### config.mk
export PLATFORM = sky130hd
export DESIGN_NAME = serial_frame_receiver_with_ping_flat
export DESIGN_NICKNAME = d
export VERILOG_FILES = /design/src/sv/sfr_pkg.sv /design/src/sv/sfr_if.sv /design/src/sv/sfr_frame_mem.sv /design/src/sv/sfr_ctrl.sv /design/src/sv/serial_frame_receiver_with_ping.sv /design/src/flat_wrapper.sv
export SDC_FILE = /design/constraint.sdc
export NUM_CORES = 1
export LEC_CHECK = 0
export BUFFER_PORTS_ARGS = -buffer_cell sky130_fd_sc_hd__buf_2
export CAP_MARGIN = 20
export CORE_MARGIN = 2
export CORE_UTILIZATION = 49
export CTS_BUF_LIST = sky130_fd_sc_hd__clkbuf_4
export CTS_CLUSTER_SIZE = 30
export DETAILED_ROUTE_END_ITERATION = 7
export PLACE_DENSITY = 0.69
export SYNTH_ARGS = -nofsm -noshare
export SYNTH_HDL_FRONTEND = slang
export SYNTH_SLANG_ARGS = --single-unit
### constraint.sdc
create_clock -name clk -period 3.31 [get_ports clk]
set_input_delay 0.1655 -clock clk [delete_from_list [all_inputs] [get_ports clk]]
set_output_delay 0.1655 -clock clk [all_outputs]
set_load 0.005 [all_outputs]
### src/sv/sfr_pkg.sv
`timescale 1ns / 1ps
// ----------------------------------------------------------------------------
// Serial frame receiver package
// Shared types and constants: register indexes, reset values, item codes and
// the controller state type.
// ----------------------------------------------------------------------------
package sfr_pkg;

  localparam int MAX_OUT = 32;

  localparam int CFG_INDEX_W = 3;
  localparam int CFG_DATA_W  = 16;

  localparam logic [CFG_INDEX_W-1:0] CFG_EOM_FIRST  = 3'd0;
  localparam logic [CFG_INDEX_W-1:0] CFG_EOM_SECOND = 3'd1;
  localparam logic [CFG_INDEX_W-1:0] CFG_PING_IN    = 3'd2;
  localparam logic [CFG_INDEX_W-1:0] CFG_PING_OUT   = 3'd3;
  localparam logic [CFG_INDEX_W-1:0] CFG_DATA_CODE  = 3'd4;
  localparam logic [CFG_INDEX_W-1:0] CFG_HANDLER_EN = 3'd5;
  localparam logic [CFG_INDEX_W-1:0] CFG_TICK_PER   = 3'd6;

  localparam logic [7:0]  RST_EOM_FIRST  = 8'd13;
  localparam logic [7:0]  RST_EOM_SECOND = 8'd10;
  localparam logic [7:0]  RST_PING_IN    = 8'd1;
  localparam logic [7:0]  RST_PING_OUT   = 8'd2;
  localparam logic [7:0]  RST_DATA_CODE  = 8'd3;
  localparam logic [15:0] RST_TICK_PER   = 16'd1000;

  localparam logic ACT_BYTE = 1'b0;
  localparam logic ACT_TICK = 1'b1;

  localparam logic KIND_TX  = 1'b0;
  localparam logic KIND_MSG = 1'b1;

  typedef struct packed {
    logic [7:0]  eom_first_code;
    logic [7:0]  eom_second_code;
    logic [7:0]  ping_in_code;
    logic [7:0]  ping_out_code;
    logic [7:0]  data_code;
    logic        handler_enabled;
    logic [15:0] tick_period;
  } cfg_t;

  typedef enum logic [1:0] {
    ST_IDLE,
    ST_SEND,
    ST_DEL_READ,
    ST_DEL_LOAD
  } ctrl_state_t;

endpackage

### src/sv/sfr_if.sv
`timescale 1ns / 1ps
// ----------------------------------------------------------------------------
// Serial frame receiver channels
// Valid/ready channels for input items and result items.
// ----------------------------------------------------------------------------
interface sfr_item_if;
  logic       valid;
  logic       ready;
  logic       action;
  logic [7:0] rx_byte;

  modport source (output valid, output action, output rx_byte, input ready);
  modport sink (input valid, input action, input rx_byte, output ready);
endinterface

interface sfr_result_if;
  logic       valid;
  logic       ready;
  logic       kind;
  logic [7:0] out_byte;
  logic       last;
  logic       overflow;

  modport source (output valid, output kind, output out_byte, output last,
                  output overflow, input ready);
  modport sink (input valid, input kind, input out_byte, input last,
                input overflow, output ready);
endinterface

### src/sv/sfr_frame_mem.sv
`timescale 1ns / 1ps
// ----------------------------------------------------------------------------
// Frame buffer memory
// One write port and one read port with registered read data.
// ----------------------------------------------------------------------------
module sfr_frame_mem #(
  parameter int DEPTH = 32
) (
  input  logic                     clk,
  input  logic                     we,
  input  logic [$clog2(DEPTH)-1:0] waddr,
  input  logic [7:0]               wdata,
  input  logic                     re,
  input  logic [$clog2(DEPTH)-1:0] raddr,
  output logic [7:0]               rdata
);

  logic [7:0] mem [DEPTH];

  always_ff @(posedge clk) begin
    if (we) begin
      mem[waddr] <= wdata;
    end
    if (re) begin
      rdata <= mem[raddr];
    end
  end

endmodule

### src/sv/sfr_ctrl.sv
`timescale 1ns / 1ps
// ----------------------------------------------------------------------------
// Frame controller
// Accepts bytes and ticks, fills the frame buffer, detects the end pair and
// sequences ping replies, periodic pings and frame delivery.
// ----------------------------------------------------------------------------
module sfr_ctrl #(
  parameter int FRAME_DEPTH = 32
) (
  input  logic                           clk,
  input  logic                           rst,
  input  sfr_pkg::cfg_t                  cfg,
  sfr_item_if.sink                       item,
  sfr_result_if.source                   result,
  output logic                           mem_we,
  output logic [$clog2(FRAME_DEPTH)-1:0] mem_waddr,
  output logic [7:0]                     mem_wdata,
  output logic                           mem_re,
  output logic [$clog2(FRAME_DEPTH)-1:0] mem_raddr,
  input  logic [7:0]                     mem_rdata
);
  import sfr_pkg::*;

  localparam int AW      = $clog2(FRAME_DEPTH);
  localparam int LW      = $clog2(FRAME_DEPTH + 1);
  localparam int CNT_CAP = (FRAME_DEPTH < MAX_OUT) ? FRAME_DEPTH : MAX_OUT;
  localparam logic [LW-1:0] LEN_FULL = LW'(FRAME_DEPTH);
  localparam logic [LW-1:0] CAP      = LW'(CNT_CAP);
  localparam logic [LW-1:0] ONE      = LW'(1);
  localparam logic [LW-1:0] SEND_END = LW'(2);

  ctrl_state_t state, state_next;

  logic [15:0]   tick_count;
  logic          synced;
  logic [LW-1:0] frame_len;
  logic [7:0]    cur_byte;
  logic [7:0]    header;
  logic          lost;
  logic [7:0]    send_head;
  logic [LW-1:0] seq_idx;
  logic [LW-1:0] del_cnt;
  logic          del_ovf;

  logic          out_valid;
  logic          out_kind;
  logic [7:0]    out_byte;
  logic          out_last;
  logic          out_ovf;

  logic          accept;
  logic          is_tick;
  logic          is_byte;
  logic [15:0]   tick_next;
  logic          tick_hit;
  logic          has_room;
  logic [LW-1:0] len_next;
  logic [7:0]    head_now;
  logic          eom;
  logic          lost_next;
  logic          ping_rx;
  logic          start_send;
  logic          start_del;
  logic          out_free;
  logic          load;
  logic          seq_done;
  logic [7:0]    send_byte;

  always_comb begin
    accept    = item.ready & item.valid;
    is_tick   = item.action == ACT_TICK;
    is_byte   = (item.action == ACT_BYTE) && (item.rx_byte != 8'd0);
    tick_next = tick_count + 16'd1;
    tick_hit  = tick_next == cfg.tick_period;
    has_room  = frame_len != LEN_FULL;
    len_next  = has_room ? frame_len + ONE : frame_len;
    head_now  = (frame_len == '0) ? item.rx_byte : header;
    eom       = (cur_byte == cfg.eom_first_code) &&
                (item.rx_byte == cfg.eom_second_code);
    lost_next = lost | ~has_room;
    ping_rx   = is_byte & eom & cfg.handler_enabled &
                (head_now == cfg.ping_in_code);
    start_send = accept & ((is_tick & tick_hit & ~synced) | ping_rx);
    start_del  = accept & is_byte & eom & cfg.handler_enabled &
                 (head_now != cfg.ping_in_code) & (head_now == cfg.data_code);
    out_free  = ~out_valid | result.ready;
    seq_done  = (state == ST_SEND) ? (seq_idx == SEND_END) : (seq_idx == del_cnt - ONE);
    case (seq_idx[1:0])
      2'd0:    send_byte = send_head;
      2'd1:    send_byte = cfg.eom_first_code;
      default: send_byte = cfg.eom_second_code;
    endcase
  end

  always_comb begin
    state_next = state;
    case (state)
      ST_IDLE: begin
        if (start_send) begin
          state_next = ST_SEND;
        end else if (start_del) begin
          state_next = ST_DEL_READ;
        end
      end
      ST_SEND: begin
        if (out_free && seq_done) begin
          state_next = ST_IDLE;
        end
      end
      ST_DEL_READ: begin
        state_next = ST_DEL_LOAD;
      end
      ST_DEL_LOAD: begin
        if (out_free) begin
          state_next = seq_done ? ST_IDLE : ST_DEL_READ;
        end
      end
      default: begin
        state_next = ST_IDLE;
      end
    endcase
  end

  always_comb begin
    item.ready = state == ST_IDLE;
    load       = out_free && ((state == ST_SEND) || (state == ST_DEL_LOAD));
    mem_re     = state == ST_DEL_READ;
    mem_raddr  = seq_idx[AW-1:0];
    mem_we     = accept & is_byte & has_room;
    mem_waddr  = frame_len[AW-1:0];
    mem_wdata  = item.rx_byte;
  end

  always_ff @(posedge clk) begin
    if (rst) begin
      state      <= ST_IDLE;
      tick_count <= '0;
      synced     <= 1'b0;
      frame_len  <= '0;
      cur_byte   <= '0;
      lost       <= 1'b0;
      out_valid  <= 1'b0;
    end else begin
      state <= state_next;
      if (accept && is_tick) begin
        tick_count <= tick_hit ? 16'd0 : tick_next;
      end
      if (accept && is_byte) begin
        cur_byte <= item.rx_byte;
        if (eom) begin
          frame_len <= '0;
          lost      <= 1'b0;
        end else begin
          frame_len <= len_next;
          lost      <= lost_next;
        end
      end
      if (accept && ping_rx) begin
        synced <= 1'b1;
      end
      if (load) begin
        out_valid <= 1'b1;
      end else if (result.ready) begin
        out_valid <= 1'b0;
      end
    end
  end

  always_ff @(posedge clk) begin
    if (accept && is_byte && frame_len == '0) begin
      header <= item.rx_byte;
    end
    if (start_send) begin
      send_head <= is_tick ? cfg.ping_in_code : cfg.ping_out_code;
      seq_idx   <= '0;
    end else if (start_del) begin
      seq_idx <= '0;
      del_cnt <= (len_next > CAP) ? CAP : len_next;
      del_ovf <= lost_next | (len_next > CAP);
    end else if (load) begin
      seq_idx <= seq_idx + ONE;
    end
    if (load) begin
      out_last <= seq_done;
      if (state == ST_SEND) begin
        out_kind <= KIND_TX;
        out_byte <= send_byte;
        out_ovf  <= 1'b0;
      end else begin
        out_kind <= KIND_MSG;
        out_byte <= mem_rdata;
        out_ovf  <= del_ovf;
      end
    end
  end

  assign result.valid    = out_valid;
  assign result.kind     = out_kind;
  assign result.out_byte = out_byte;
  assign result.last     = out_last;
  assign result.overflow = out_ovf;

endmodule

### src/sv/serial_frame_receiver_with_ping.sv
`timescale 1ns / 1ps
// ----------------------------------------------------------------------------
// Serial frame receiver with ping
// Top level: configuration registers, frame buffer memory and controller.
// ----------------------------------------------------------------------------
// A tick, a zero byte or a byte that completes no acted-on frame is accepted
// in idle and leaves the block idle. A ping frame (sent on a matching ping-in
// frame or every tick_period ticks while not in sync) occupies the block while
// its three bytes go out, plus any stall on the result channel. Each byte of
// a data frame is read from the frame buffer memory (registered read data)
// and then loaded onto the result channel. No new transaction is accepted
// while a frame is sent or delivered. There is no clearing pass after reset.
// ----------------------------------------------------------------------------
module serial_frame_receiver_with_ping #(
  parameter int FRAME_DEPTH = 32
) (
  input  logic                              clk,
  input  logic                              rst,
  sfr_item_if.sink                          item,
  sfr_result_if.source                      result,
  input  logic                              cfg_we,
  input  logic [sfr_pkg::CFG_INDEX_W-1:0]   cfg_index,
  input  logic [sfr_pkg::CFG_DATA_W-1:0]    cfg_data
);
  import sfr_pkg::*;

  localparam int AW = $clog2(FRAME_DEPTH);

  cfg_t cfg;

  logic          mem_we;
  logic [AW-1:0] mem_waddr;
  logic [7:0]    mem_wdata;
  logic          mem_re;
  logic [AW-1:0] mem_raddr;
  logic [7:0]    mem_rdata;

  always_ff @(posedge clk) begin
    if (rst) begin
      cfg.eom_first_code  <= RST_EOM_FIRST;
      cfg.eom_second_code <= RST_EOM_SECOND;
      cfg.ping_in_code    <= RST_PING_IN;
      cfg.ping_out_code   <= RST_PING_OUT;
      cfg.data_code       <= RST_DATA_CODE;
      cfg.handler_enabled <= 1'b0;
      cfg.tick_period     <= RST_TICK_PER;
    end else if (cfg_we) begin
      case (cfg_index)
        CFG_EOM_FIRST:  cfg.eom_first_code  <= cfg_data[7:0];
        CFG_EOM_SECOND: cfg.eom_second_code <= cfg_data[7:0];
        CFG_PING_IN:    cfg.ping_in_code    <= cfg_data[7:0];
        CFG_PING_OUT:   cfg.ping_out_code   <= cfg_data[7:0];
        CFG_DATA_CODE:  cfg.data_code       <= cfg_data[7:0];
        CFG_HANDLER_EN: cfg.handler_enabled <= cfg_data[0];
        CFG_TICK_PER:   cfg.tick_period     <= cfg_data[15:0];
        default: begin
        end
      endcase
    end
  end

  sfr_frame_mem #(
    .DEPTH (FRAME_DEPTH)
  ) u_mem (
    .clk   (clk),
    .we    (mem_we),
    .waddr (mem_waddr),
    .wdata (mem_wdata),
    .re    (mem_re),
    .raddr (mem_raddr),
    .rdata (mem_rdata)
  );

  sfr_ctrl #(
    .FRAME_DEPTH (FRAME_DEPTH)
  ) u_ctrl (
    .clk       (clk),
    .rst       (rst),
    .cfg       (cfg),
    .item      (item),
    .result    (result),
    .mem_we    (mem_we),
    .mem_waddr (mem_waddr),
    .mem_wdata (mem_wdata),
    .mem_re    (mem_re),
    .mem_raddr (mem_raddr),
    .mem_rdata (mem_rdata)
  );

endmodule
### src/flat_wrapper.sv
// flat-port wrapper written by rule: the top's interface ports become plain ports
module serial_frame_receiver_with_ping_flat import sfr_pkg::*;
#(
  parameter int FRAME_DEPTH = 32
)
  (clk, rst, cfg_we, cfg_index, cfg_data, item_valid, item_action, item_rx_byte, item_ready, result_valid, result_kind, result_out_byte, result_last, result_overflow, result_ready);
  sfr_item_if item_i ();
  sfr_result_if result_i ();
  input  logic clk;
  input  logic rst;
  input  logic cfg_we;
  input  logic [sfr_pkg::CFG_INDEX_W-1:0] cfg_index;
  input  logic [sfr_pkg::CFG_DATA_W-1:0] cfg_data;
  input wire logic [$bits(item_i.valid)-1:0] item_valid;
  input wire logic [$bits(item_i.action)-1:0] item_action;
  input wire logic [$bits(item_i.rx_byte)-1:0] item_rx_byte;
  output wire logic [$bits(item_i.ready)-1:0] item_ready;
  output wire logic [$bits(result_i.valid)-1:0] result_valid;
  output wire logic [$bits(result_i.kind)-1:0] result_kind;
  output wire logic [$bits(result_i.out_byte)-1:0] result_out_byte;
  output wire logic [$bits(result_i.last)-1:0] result_last;
  output wire logic [$bits(result_i.overflow)-1:0] result_overflow;
  input wire logic [$bits(result_i.ready)-1:0] result_ready;
  assign item_i.valid = item_valid;
  assign item_i.action = item_action;
  assign item_i.rx_byte = item_rx_byte;
  assign item_ready = item_i.ready;
  assign result_valid = result_i.valid;
  assign result_kind = result_i.kind;
  assign result_out_byte = result_i.out_byte;
  assign result_last = result_i.last;
  assign result_overflow = result_i.overflow;
  assign result_i.ready = result_ready;
  serial_frame_receiver_with_ping #(.FRAME_DEPTH(FRAME_DEPTH)) u_core (.clk(clk), .rst(rst), .item(item_i), .result(result_i), .cfg_we(cfg_we), .cfg_index(cfg_index), .cfg_data(cfg_data));
endmodule
Word-level counts from Yosys, hierarchy flattened
Memories as Yosys holds them, arrays and structs flattened. A register that Yosys moved wholly into a read port is not among the register bits.
Index checks and enable logic that the tools add are counted.
- memory bits (writable): 256
- word-level logic and storage cells: 118
- register bits after elaboration: 132
- input port bits: 33
- memories kept: 1
- output and inout port bits: 13
- order comparisons: 1
- add/subtract/negate cells: 4
- equality and inequality tests: 22
- reductions and logical operators: 25
- mux-type cells: 20
- bitwise gates (word level): 22
- memory list (memory ; words ; width ; rd ports ; clocked after memory_dff ; write ports ; line ; RTL):
    u_core.u_mem.mem ; 32 ; 8 ; 1 ; 1 ; 1 ; sfr_frame_mem.sv:18 ; logic [7:0] mem [DEPTH];
- operator list (cell ; number):
    8-bit == test ; 4
    8-bit 2-to-1 mux ; 3
    16-bit by 1-bit adder with 16-bit output, second input constant ; 1
    16-bit == test ; 1
    16-bit 2-to-1 mux ; 1
    8-bit one-hot mux with 2 select lines ; 1
    2-bit AND reduction ; 8
    1-bit AND ; 13
    6-bit by 1-bit adder with 6-bit output, second input constant ; 2
    6-bit 2-to-1 mux ; 2
    2-bit 2-to-1 mux ; 5
    3-bit == test, second input constant ; 3
    1-bit logical AND ; 8
    8-bit != test ; 1
    2-bit one-hot mux with 4 select lines ; 1
    8-bit nonzero test ; 1
    1-bit 2-to-1 mux ; 7
    3-bit by 2-bit == test with 1-bit output, second input constant ; 2
    6-bit by 2-bit == test with 1-bit output, second input constant ; 1
    6-bit == test ; 1
    6-bit greater-than comparator, second input constant ; 1
    6-bit logical NOT ; 1
    6-bit != test, second input constant ; 1
    6-bit by 1-bit subtractor with 6-bit output, second input constant ; 1
    other kinds (14) ; 24

Depth between registers and ports, before layout
Gate-level depths: netlist of run 1.
- word-level depth: 10
- depth in mapped cells: 10
- mapped depth without buffers: 9

By module
From an unflattened synthesis of run 1, not the netlist that was laid out.
- cell total of the unflattened synthesis: 1221
- area, all modules: 17436.7 µm²
- modules (own cells, without submodules) (module ; cells each ; area an instance (µm²) ; instances):
    sfr_frame_mem ; 417 ; 10133.5 ; 1
    sfr_ctrl ; 582 ; 4951.0 ; 1
    serial_frame_receiver_with_ping ; 222 ; 2352.3 ; 1

Worst setup path after synthesis of run 1
No wires, ideal clock.
- path type: register to register
- start: register u_core.u_ctrl.frame_len[0]
- end: register u_core.u_ctrl.del_cnt[0] (enable)
- period minus slack after synthesis: 2946 ps
- path buffers: 0
- data required time: 2991 ps
- arrival time: 2627 ps
- path slack: 364 ps
- cell stages (with the launch flop): 10
- library setup time: 319 ps
- cells stage by stage: dfxtp_1 -> inv_1 -> ha_1 -> or4b_4 -> or3_1 -> a21oi_1 -> o2111ai_1 -> or4b_4 -> or2_1 -> inv_1
- word-level cells in the longest chain between the ends: 8
- elaborated cells on any way between the ends: 12
- RTL lines (what ; line ; RTL):
    start, declared ; sfr_ctrl.sv:36 ; logic [LW-1:0] frame_len;
    start signal, assigned ; sfr_ctrl.sv:154 ; frame_len <= len_next;
    6-bit logical NOT (*) ; sfr_ctrl.sv:77 ; head_now = (frame_len == '0) ? item.rx_byte : header;
    8-bit 2-to-1 mux (*) ; sfr_ctrl.sv:77 ;
    8-bit == test ; sfr_ctrl.sv:82 ; (head_now == cfg.ping_in_code);
    1-bit AND ; sfr_ctrl.sv:81 ; ping_rx = is_byte & eom & cfg.handler_enabled &
    1-bit bitwise OR ; sfr_ctrl.sv:83 ; start_send = accept & ((is_tick & tick_hit & ~synced) | ping_rx);
    1-bit AND ; sfr_ctrl.sv:83 ;
    1-bit NOT (no line) ; n/a ;
    2-bit AND reduction (no line) (*) ; n/a ;
    end signal, assigned ; sfr_ctrl.sv:178 ; del_cnt <= (len_next > CAP) ? CAP : len_next;
    end, declared ; sfr_ctrl.sv:42 ; logic [LW-1:0] del_cnt;
Every way passes the cells marked *; elsewhere a longest branch is shown, timed or not.
A chain may end at the register's enable or synchronous reset.

Final worst setup path of run 1
- start: register u_core.u_ctrl.frame_len[0]
- end: register u_core.u_ctrl.send_head[5] (enable)
- word-level cells in the longest chain between the ends: 6
- RTL lines (what ; line ; RTL):
    6-bit logical NOT ; sfr_ctrl.sv:77 ;
    8-bit 2-to-1 mux ; sfr_ctrl.sv:77 ;
    8-bit == test ; sfr_ctrl.sv:82 ;
    1-bit AND ; sfr_ctrl.sv:81 ;
    1-bit bitwise OR ; sfr_ctrl.sv:83 ;
    1-bit AND ; sfr_ctrl.sv:83 ;
    via u_core.u_ctrl.start_send ; sfr_ctrl.sv:62 ; logic start_send;
    end signal, assigned ; sfr_ctrl.sv:174 ; send_head <= is_tick ? cfg.ping_in_code : cfg.ping_out_code;
    end, declared ; sfr_ctrl.sv:40 ; logic [7:0] send_head;
The timed path passes the listed nets, and every way through them passes these cells.

==> results.md, run 1 <==
- Outcome: finished, final reports clean
- Crit-path slowest cell: or4b_4
- R2r setup slk: 140 ps
- Flop pwr share: between 50% and 60%
- Synthesis-stage register bit count: about 400
- Initial antenna violation count: 1
- GRT Total Usage: 23.8%
- Peak VDD IR: 0.386 mV
- Die area: roughly 36,000 µm²
- Port bufs: 45
- Final setup violation count: 0
- Die outline height: about 190 µm
- DR vias: ~11,000
- Synth warnings: 0
- Clock root cell: clkbuf_4
- Crit Path Category: reg -> reg
- Largest net degree at the start of global routing: 69
- CTS tree: yes
- Clk sinks: 396
- Per-cell routed wire length: between 20 and 25 µm
- Antenna-violating nets left: 0
- Psw: roughly 2.3 mW
- R2r worst-path depth: 8
- Final nets: 1,504
- Routed Wire Length: between 40,000 and 50,000 µm
- RD Place Congestion: about 0.88
- WP buf/inv: 1
- Crit path depth: 8
- Final Max Slew Viols: 0
- H-tree depth: 3
- Worst skew pair latency: 800 ps
- Setup TNS: 0 ps
- Post-synth ARST share: 0%
- Area leader, netlist: edfxtp_1
- Dominant cells by area after synthesis: edfxtp_1, dfxtp_1, mux4_2
- Final hold violations: 0
- Final min period: 3170 ps
- Fillers: between 2,000 and 3,000
- Max cap viols: 0
- Hold-critical path depth: 4
- First DRT Iteration DRCs: slightly above 800
- Seq/Total Area, Yosys: between 60% and 70%
- Post-synth top area share: around 52%
- Hold Path Class: in -> reg
- Max Root-Sink Buffers: 3
- Combinational group share of total power: roughly 4.0%
- Area growth from synthesis to layout: 18.1%
- Unrepaired setup endpoints after global routing: no
- Core area: roughly 34,000 µm²
- Distinct cells, synth: between 60 and 70
- Starting Density: approximately half
- Worst path cell trace: inv_1, ha_1, or4b_4, nor2_1, nand4_1, a211oi_1, nand3_1, nand2_1
- CTS buffer count: 102
- Die W: between 150 and 200 µm
- Share of layout cells above drive strength 1: ~25%
- Syn Nets: approximately 1,300
- Synth Cell Area: ~17,000 µm²
- Slew HR: between 40% and 50%
- Largest fanout on the critical path: 8
- Final HPWL DP: about 27,000 µm
- Net Sw Frac: about 23%
- Drt first pass iters: 7
- Gr ovfl total: 0
- Final worst-path cycle share: 95.7%
- Clock transition at the registers of the reported paths: 60 ps
- EDFF count, synth: ~300
- WP data arrival: 3590 ps
- Layout Skew: around 80 ps
- Vias in the first global route: around 11,000
- Residual DRC count: 0
- Final setup margin: between 100 and 150 ps
- Row cnt: roughly 70
- Slowest cell delay on critical path: between 500 and 600 ps
- Ports: 46
- Internal power: around 7.6 mW
- DP Worst Slack: 183 ps
- Pwr per Cell Area: 489 nW/µm²
- Ys flop type: edfxtp_1
- Vias/cell: 5.68
- Worst-Margin Slew: between 700 and 800 ps
- Syn_area_per_cell: 13.7 µm²
- Fmax: 316 MHz
- Critical Path End Type: register
- Clock power frac: about 41%
- WP data required: between 3000 and 4000 ps
- Top delay family on crit path: simple AND/OR/NAND/NOR gates
- Setup crit start kind: register
- P_leak: between 6 and 7 nW
- Post-Synthesis Cells: about 1,200
- First-pass GRT wire length: between 60,000 and 70,000 µm
[flip-flops by register name (all words and copies together), names as in the netlist, 8 cells and up]
signal                         flops
u_core.u_mem.mem                 256
u_core.cfg                        57
u_core.u_ctrl.tick_count          16
u_core.u_ctrl.cur_byte             8
u_core.u_ctrl.header               8
u_core.u_ctrl.result.out_byte      8
u_core.u_ctrl.send_head            8
u_core.u_mem.rdata                 8
[metal layers]
metal | GRT usage, % | part of all wire (%) | vias up
li1 | - | - | 5239
met3 | 5.01 | 5.7 | 101
met2 | 37.5 | 48 | 416
met1 | 32.4 | 43 | 5618
met4 | 9.45 | 2.9 | 0
met5 | 0 | 0 | -
[path summary, 6_finish.rpt]
| kind | startpoint | endpoint |
|---|---|---|
| worst max-delay path | u_core.u_ctrl.frame_len[0]$_SDFFE_PP0P_ | u_core.u_ctrl.send_head[5]$_DFFE_PP_ |
| worst min-delay path | item_valid | u_core.u_ctrl.tick_count[4]$_SDFFE_PP0P_ |
| worst min register to register | u_core.cfg[31]$_SDFFE_PP0P_ | u_core.cfg[31]$_SDFFE_PP0P_ |
| worst max register to register | u_core.u_ctrl.frame_len[0]$_SDFFE_PP0P_ | u_core.u_ctrl.send_head[5]$_DFFE_PP_ |
[cell usage in the layout (no fill, tap or decap), types with 13 or more instances in the layout]
cell type      count
nand2b_1          16
mux4_2            80
nand3b_1          15
nand2_1          147
a31oi_1           14
a21oi_1           66
mux2_2            16
nor2_1            92
clkbuf_4         143
inv_1             25
buf_4             69
nor4_1            13
clkinv_1          26
dlygate4sd3_1     62
edfxtp_1         298
nand3_1           24
or3_1             13
nor2b_1           17
dfxtp_1           96
xor2_1            21
nand4_1           16
o21ai_0           26
buf_2             45
xnor2_1           39
[per-stage QoR]
stage / hold WS [ps] / area (µm²) / utilization, % / std cells / power, mW
2_1_floorplan: 264 / 17100 / - / 1243 / 5.66
3_3_place_gp: 377 / 18200 / 52.9 / 1748 / 5.83
3_5_place_dp: 381 / 18200 / 52.9 / 1748 / 5.84
4_1_cts: 12.7 / 20100 / 58.4 / 1997 / 9.96
5_1_grt: 59.4 / 20200 / 58.5 / 2001 / 10.3
6_report: 108 / 20200 / 58.5 / 2001 / 9.86
[logic make-up after synthesis]
| logic type | Yosys count | synth area share, % |
|---|---|---|
| AO/OA/AOI/OAI | 181 | 6.78 |
| XOR/XNOR | 60 | 3.08 |
| adder cells (fa/ha/maj) | 9 | 0.659 |
| buffers and inverters | 94 | 2.16 |
| flip-flops | 396 | 63.9 |
| multiplexers | 104 | 12.1 |
| AND/OR/NAND/NOR | 399 | 11.4 |
[cell usage after synthesis, drive strengths merged, types with 3 or more instances]
| cell type | n |
|---|---|
| nand2b | 16 |
| mux2 | 16 |
| nor4b | 4 |
| mux2i | 8 |
| and3 | 12 |
| nor4 | 15 |
| mux4 | 80 |
| nor2b | 17 |
| buf | 15 |
| ha | 9 |
| o22ai | 12 |
| a221o | 3 |
| clkbuf | 52 |
| xnor2 | 39 |
| a211oi | 8 |
| nor3 | 8 |
| nand3 | 25 |
| inv | 26 |
| nand3b | 15 |
| a31oi | 14 |
| xor2 | 21 |
| nor2 | 92 |
| a21boi | 3 |
| or3 | 13 |
| a211o | 6 |
| nand2 | 148 |
| o21ai | 27 |
| dfxtp | 98 |
| nor3b | 5 |
| edfxtp | 298 |
| a21oi | 67 |
| a221oi | 4 |
| o31ai | 3 |
| and2 | 4 |
| o211ai | 4 |
| a22oi | 10 |
| nand4 | 16 |
| a21o | 3 |
[timing repair]
item | CTS | global route
hold buffers | 62 | 0
resized for setup | 0 | 2
setup endpoints to repair | 0 | 9
endpoints found under the hold margin | 199 | 0
setup buffers | 0 | 2
[power by group through the flow]
stage | registers (mW) | clock network [mW] | logic (mW)
6_report | 5.39 | 4.08 | 0.395
3_3_place_gp | 5.50 | 0 | 0.331
3_5_place_dp | 5.50 | 0 | 0.339
5_1_grt | 5.39 | 4.46 | 0.427
2_1_floorplan | 5.49 | 0 | 0.170
4_1_cts | 5.39 | 4.19 | 0.382
[final cells by class]
type / count / area [µm²] / share of cell area (%)
antenna: 1 / 2.50 / 0.0124
clock buffer: 143 / 1070 / 5.32
clock inverter: 44 / 224 / 1.11
inverter: 27 / 101 / 0.502
multi-input combinational: 753 / 5810 / 28.8
sequential: 396 / 10900 / 54.1
tap: 455 / 569 / 2.82
timing repair buffer: 182 / 1480 / 7.32
[tightest hold or removal path: cells and delay by family]
kind	cells	cell delay [ps]
and+or+nand+nor	1	170
buffers and inverters	2	320
AOI/OAI and AO/OA	1	150
No activity file was read; power rests on OpenSTA's default activity.
==> run 2: changes to the inputs <==
--- a/config.mk
+++ b/config.mk
@@ -15,4 +15,5 @@
 export PLACE_DENSITY = 0.69
 export SYNTH_ARGS = -nofsm -noshare
 export SYNTH_HDL_FRONTEND = slang
+export SYNTH_HIERARCHICAL = 1
 export SYNTH_SLANG_ARGS = --single-unit
==> run 2 against run 1 <==
  * Cell count shrank 3.6%
  * Maximum frequency grew 4.2%
  * Hold slack gained 85 ps
  * First-iteration DRC count grew 22%
  * Flip-flop and latch count is the same
  * Power grew 0.43%
  * Sequential power is essentially flat
  * Setup slack gained 130 ps
  * Combinational power shrank 5.6%
  * Clock-buffer cell count grew 8
  * Clock power grew 2%
  * Critical path type unchanged
==> results.md, run 2 <==
- Unrepaired setup endpoints after global routing: no
- RD Place Congestion: slightly below 0.9
- Most common cell after layout, fill and taps aside: edfxtp_1
- EDFF count, synth: slightly below 300
- Largest register FFs: about 260
- WP data arrival: roughly 3500 ps
- Drt first pass iters: 5
- Crit-path slowest cell: nor4_1
- First DRT Iteration DRCs: roughly 1,000
- Die outline height: just under 200 µm
- Worst path cell trace: ha_1, nand3_2, nor4_1, mux2i_1, nand4_1, nor4_4, or2_2
- Fmax: 329 MHz
- Synthesis-stage register bit count: about 400
- Post-synth top area share: about half
- Ports: 46
- Clock root cell: clkbuf_4
- WP data required: 3800 ps
- Row cnt: just under 70
- Antenna-violating nets left: 0
- Pwr per Cell Area: 493 nW/µm²
- Share of layout cells above drive strength 1: 26.7%
- Clock transition at the registers of the reported paths: 60 ps
- Syn_area_per_cell: between 10 and 15 µm²
- Crit Path Category: reg -> reg
- Final nets: 1,436
- P_leak: 6.96 nW
- Final HPWL DP: ~26,000 µm
- Hold Path Class: in -> reg
- CTS buffer count: slightly above 100
- R2r setup slk: 270 ps
- Worst-Margin Slew: about 920 ps
- Routed Wire Length: between 40,000 and 50,000 µm
- Synth warnings: 6
- Vias/cell: 5.66
- Most frequent cells in the layout: edfxtp_1, clkbuf_4, nor2_1, dfxtp_1, mux4_2
- Clk sinks: ~400
- Synth Cell Area: roughly 17,000 µm²
- H-tree depth: 3
- Area growth from synthesis to layout: 15.2%
- Fin Hold WS: roughly 190 ps
- Layout Skew: around 63 ps
- GRT Total Usage: between 20% and 30%
- Slew HR: between 30 and 40%
- Peak VDD IR: between 0.3 and 0.4 mV
- Final hold violations: 0
- Per-cell routed wire length: between 20 and 25 µm
- DR vias: between 10,000 and 15,000
- Design Power: slightly below 10 mW
- Die area: 37,100 µm²
- Port bufs: between 40 and 50
- Starting Density: slightly below 50%
- Outcome: finished, final reports clean
- Final worst-path cycle share: 91.8%
- Die W: 193 µm
- Max cap viols: 0
- Dominant cells by area after synthesis: edfxtp_1, dfxtp_1, mux4_2
- Seq/Total Area, Yosys: between 60% and 70%
- First-pass GRT wire length: ~63,000 µm
- Distinct cells, synth: 65
- Worst skew pair latency: about 800 ps
- Vias in the first global route: about 11,000
- Setup crit start kind: register
- Slowest cell delay on critical path: 560 ps
- Fillers: 2,813
- Initial antenna violation count: 2
- CTS tree: yes
- Core area: approximately 35,000 µm²
- Final setup violation count: 0
- Residual DRC count: 0
- Largest registers: u_core/u_mem/mem x256, u_core/cfg x57, u_core/u_ctrl/tick_count x16
- Register area: about 11,000 µm²
- Post-Synthesis Cells: about 1,200
- Post-synth top cells: edfxtp_1, nor2_1, dfxtp_1
- Largest fanout on the critical path: 8
- Setup TNS: 0 ps
- Dominant cell by count in the synthesized netlist: edfxtp_1
- Critical Path End Type: register
- Postcts setup bufs: 0
- Syn Nets: roughly 1,300
- Area of the multi-input gates: about 6000 µm²
- Gr ovfl total: 0
- Final Max Slew Viols: 0
- Area leader, netlist: edfxtp_1
- Top reg by flops: u_core/u_mem/mem
- Final min period: ~3000 ps
- Post-synth ARST share: 0%
- Ys flop type: edfxtp_1
- Largest net degree at the start of global routing: 77
- Max Root-Sink Buffers: 3
run 2: worst max-delay path, delay by kind of cell (launching register included):
family / cells / cell delay, ps
simple gates: 5 / 1700
flops: 1 / 420
fa+ha+maj: 1 / 330
mux: 1 / 310
run 2: path summary, 6_finish.rpt:
| check | to | cells past startpoint | startpoint |
|---|---|---|---|
| max | u_core/u_ctrl/send_head[1]$_DFFE_PP_ | 7 | u_core/u_ctrl/tick_count[0]$_SDFFE_PP0P_ |
| min | u_core/cfg[14]$_SDFFE_PP0P_ | 4 | cfg_data[14] |
| min reg2reg | u_core/u_ctrl/cur_byte[3]$_SDFFE_PP0P_ | 2 | u_core/u_ctrl/cur_byte[3]$_SDFFE_PP0P_ |
| max reg2reg | u_core/u_ctrl/send_head[1]$_DFFE_PP_ | 7 | u_core/u_ctrl/tick_count[0]$_SDFFE_PP0P_ |
run 2: per-layer routing:
layer / global-route usage [%] / vias to the layer above / wire length, µm
met5: 0 / - / 0
met4: 7.78 / 0 / 830
met3: 5.15 / 66 / 2920
met2: 36.6 / 413 / 19500
met1: 30.4 / 5398 / 17400
li1: - / 5036 / -
run 2: cell families after synthesis:
logic type	synth area share, %
muxes	14.9
buffers and inverters	3.24
xor gates and xnor gates	3.26
adders and majority gates	0.502
DFF	62.6
and+or+nand+nor	11.4
AOI/OAI and AO/OA	4.20
run 2: final cells by class:
type / instances / area share, %
diodes: 2 / 0.0249
clock buffers: 151 / 5.64
clock inverters: 23 / 0.816
inverters: 20 / 0.374
multi-input cells: 715 / 29.7
flip-flops and latches: 396 / 54.4
well taps: 461 / 2.87
repair buffers: 161 / 6.19
run 2: where the power goes:
| part | switching, mW | internal [mW] | total, mW | leakage, nW |
|---|---|---|---|---|
| Combinational | 0.223 | 0.150 | 0.373 | 2.71 |
| Clock | 1.92 | 2.23 | 4.15 | 0.774 |
| Sequential | 0.0273 | 5.36 | 5.39 | 3.47 |
| Total | 2.17 | 7.74 | 9.91 | 6.96 |
run 2: repair_timing:
item                                   in CTS  in global routing
hold buffers                               48                  0
endpoints found under the hold margin     297                  0
gates resized for setup                     0                  1
setup endpoints to repair                   0                  8
run 2: per-stage QoR:
step | worst slack (ps) | area, µm² | cells | util [%]
finish | 271 | 20100 | 1929 | 56.9
global route | 0.921 | 20100 | 1929 | 56.9
CTS | 220 | 20100 | 1927 | 56.8
detailed placement | 255 | 18300 | 1705 | 51.8
global placement | 322 | 18300 | 1705 | 51.8
floorplan | 551 | 17400 | 1221 | -
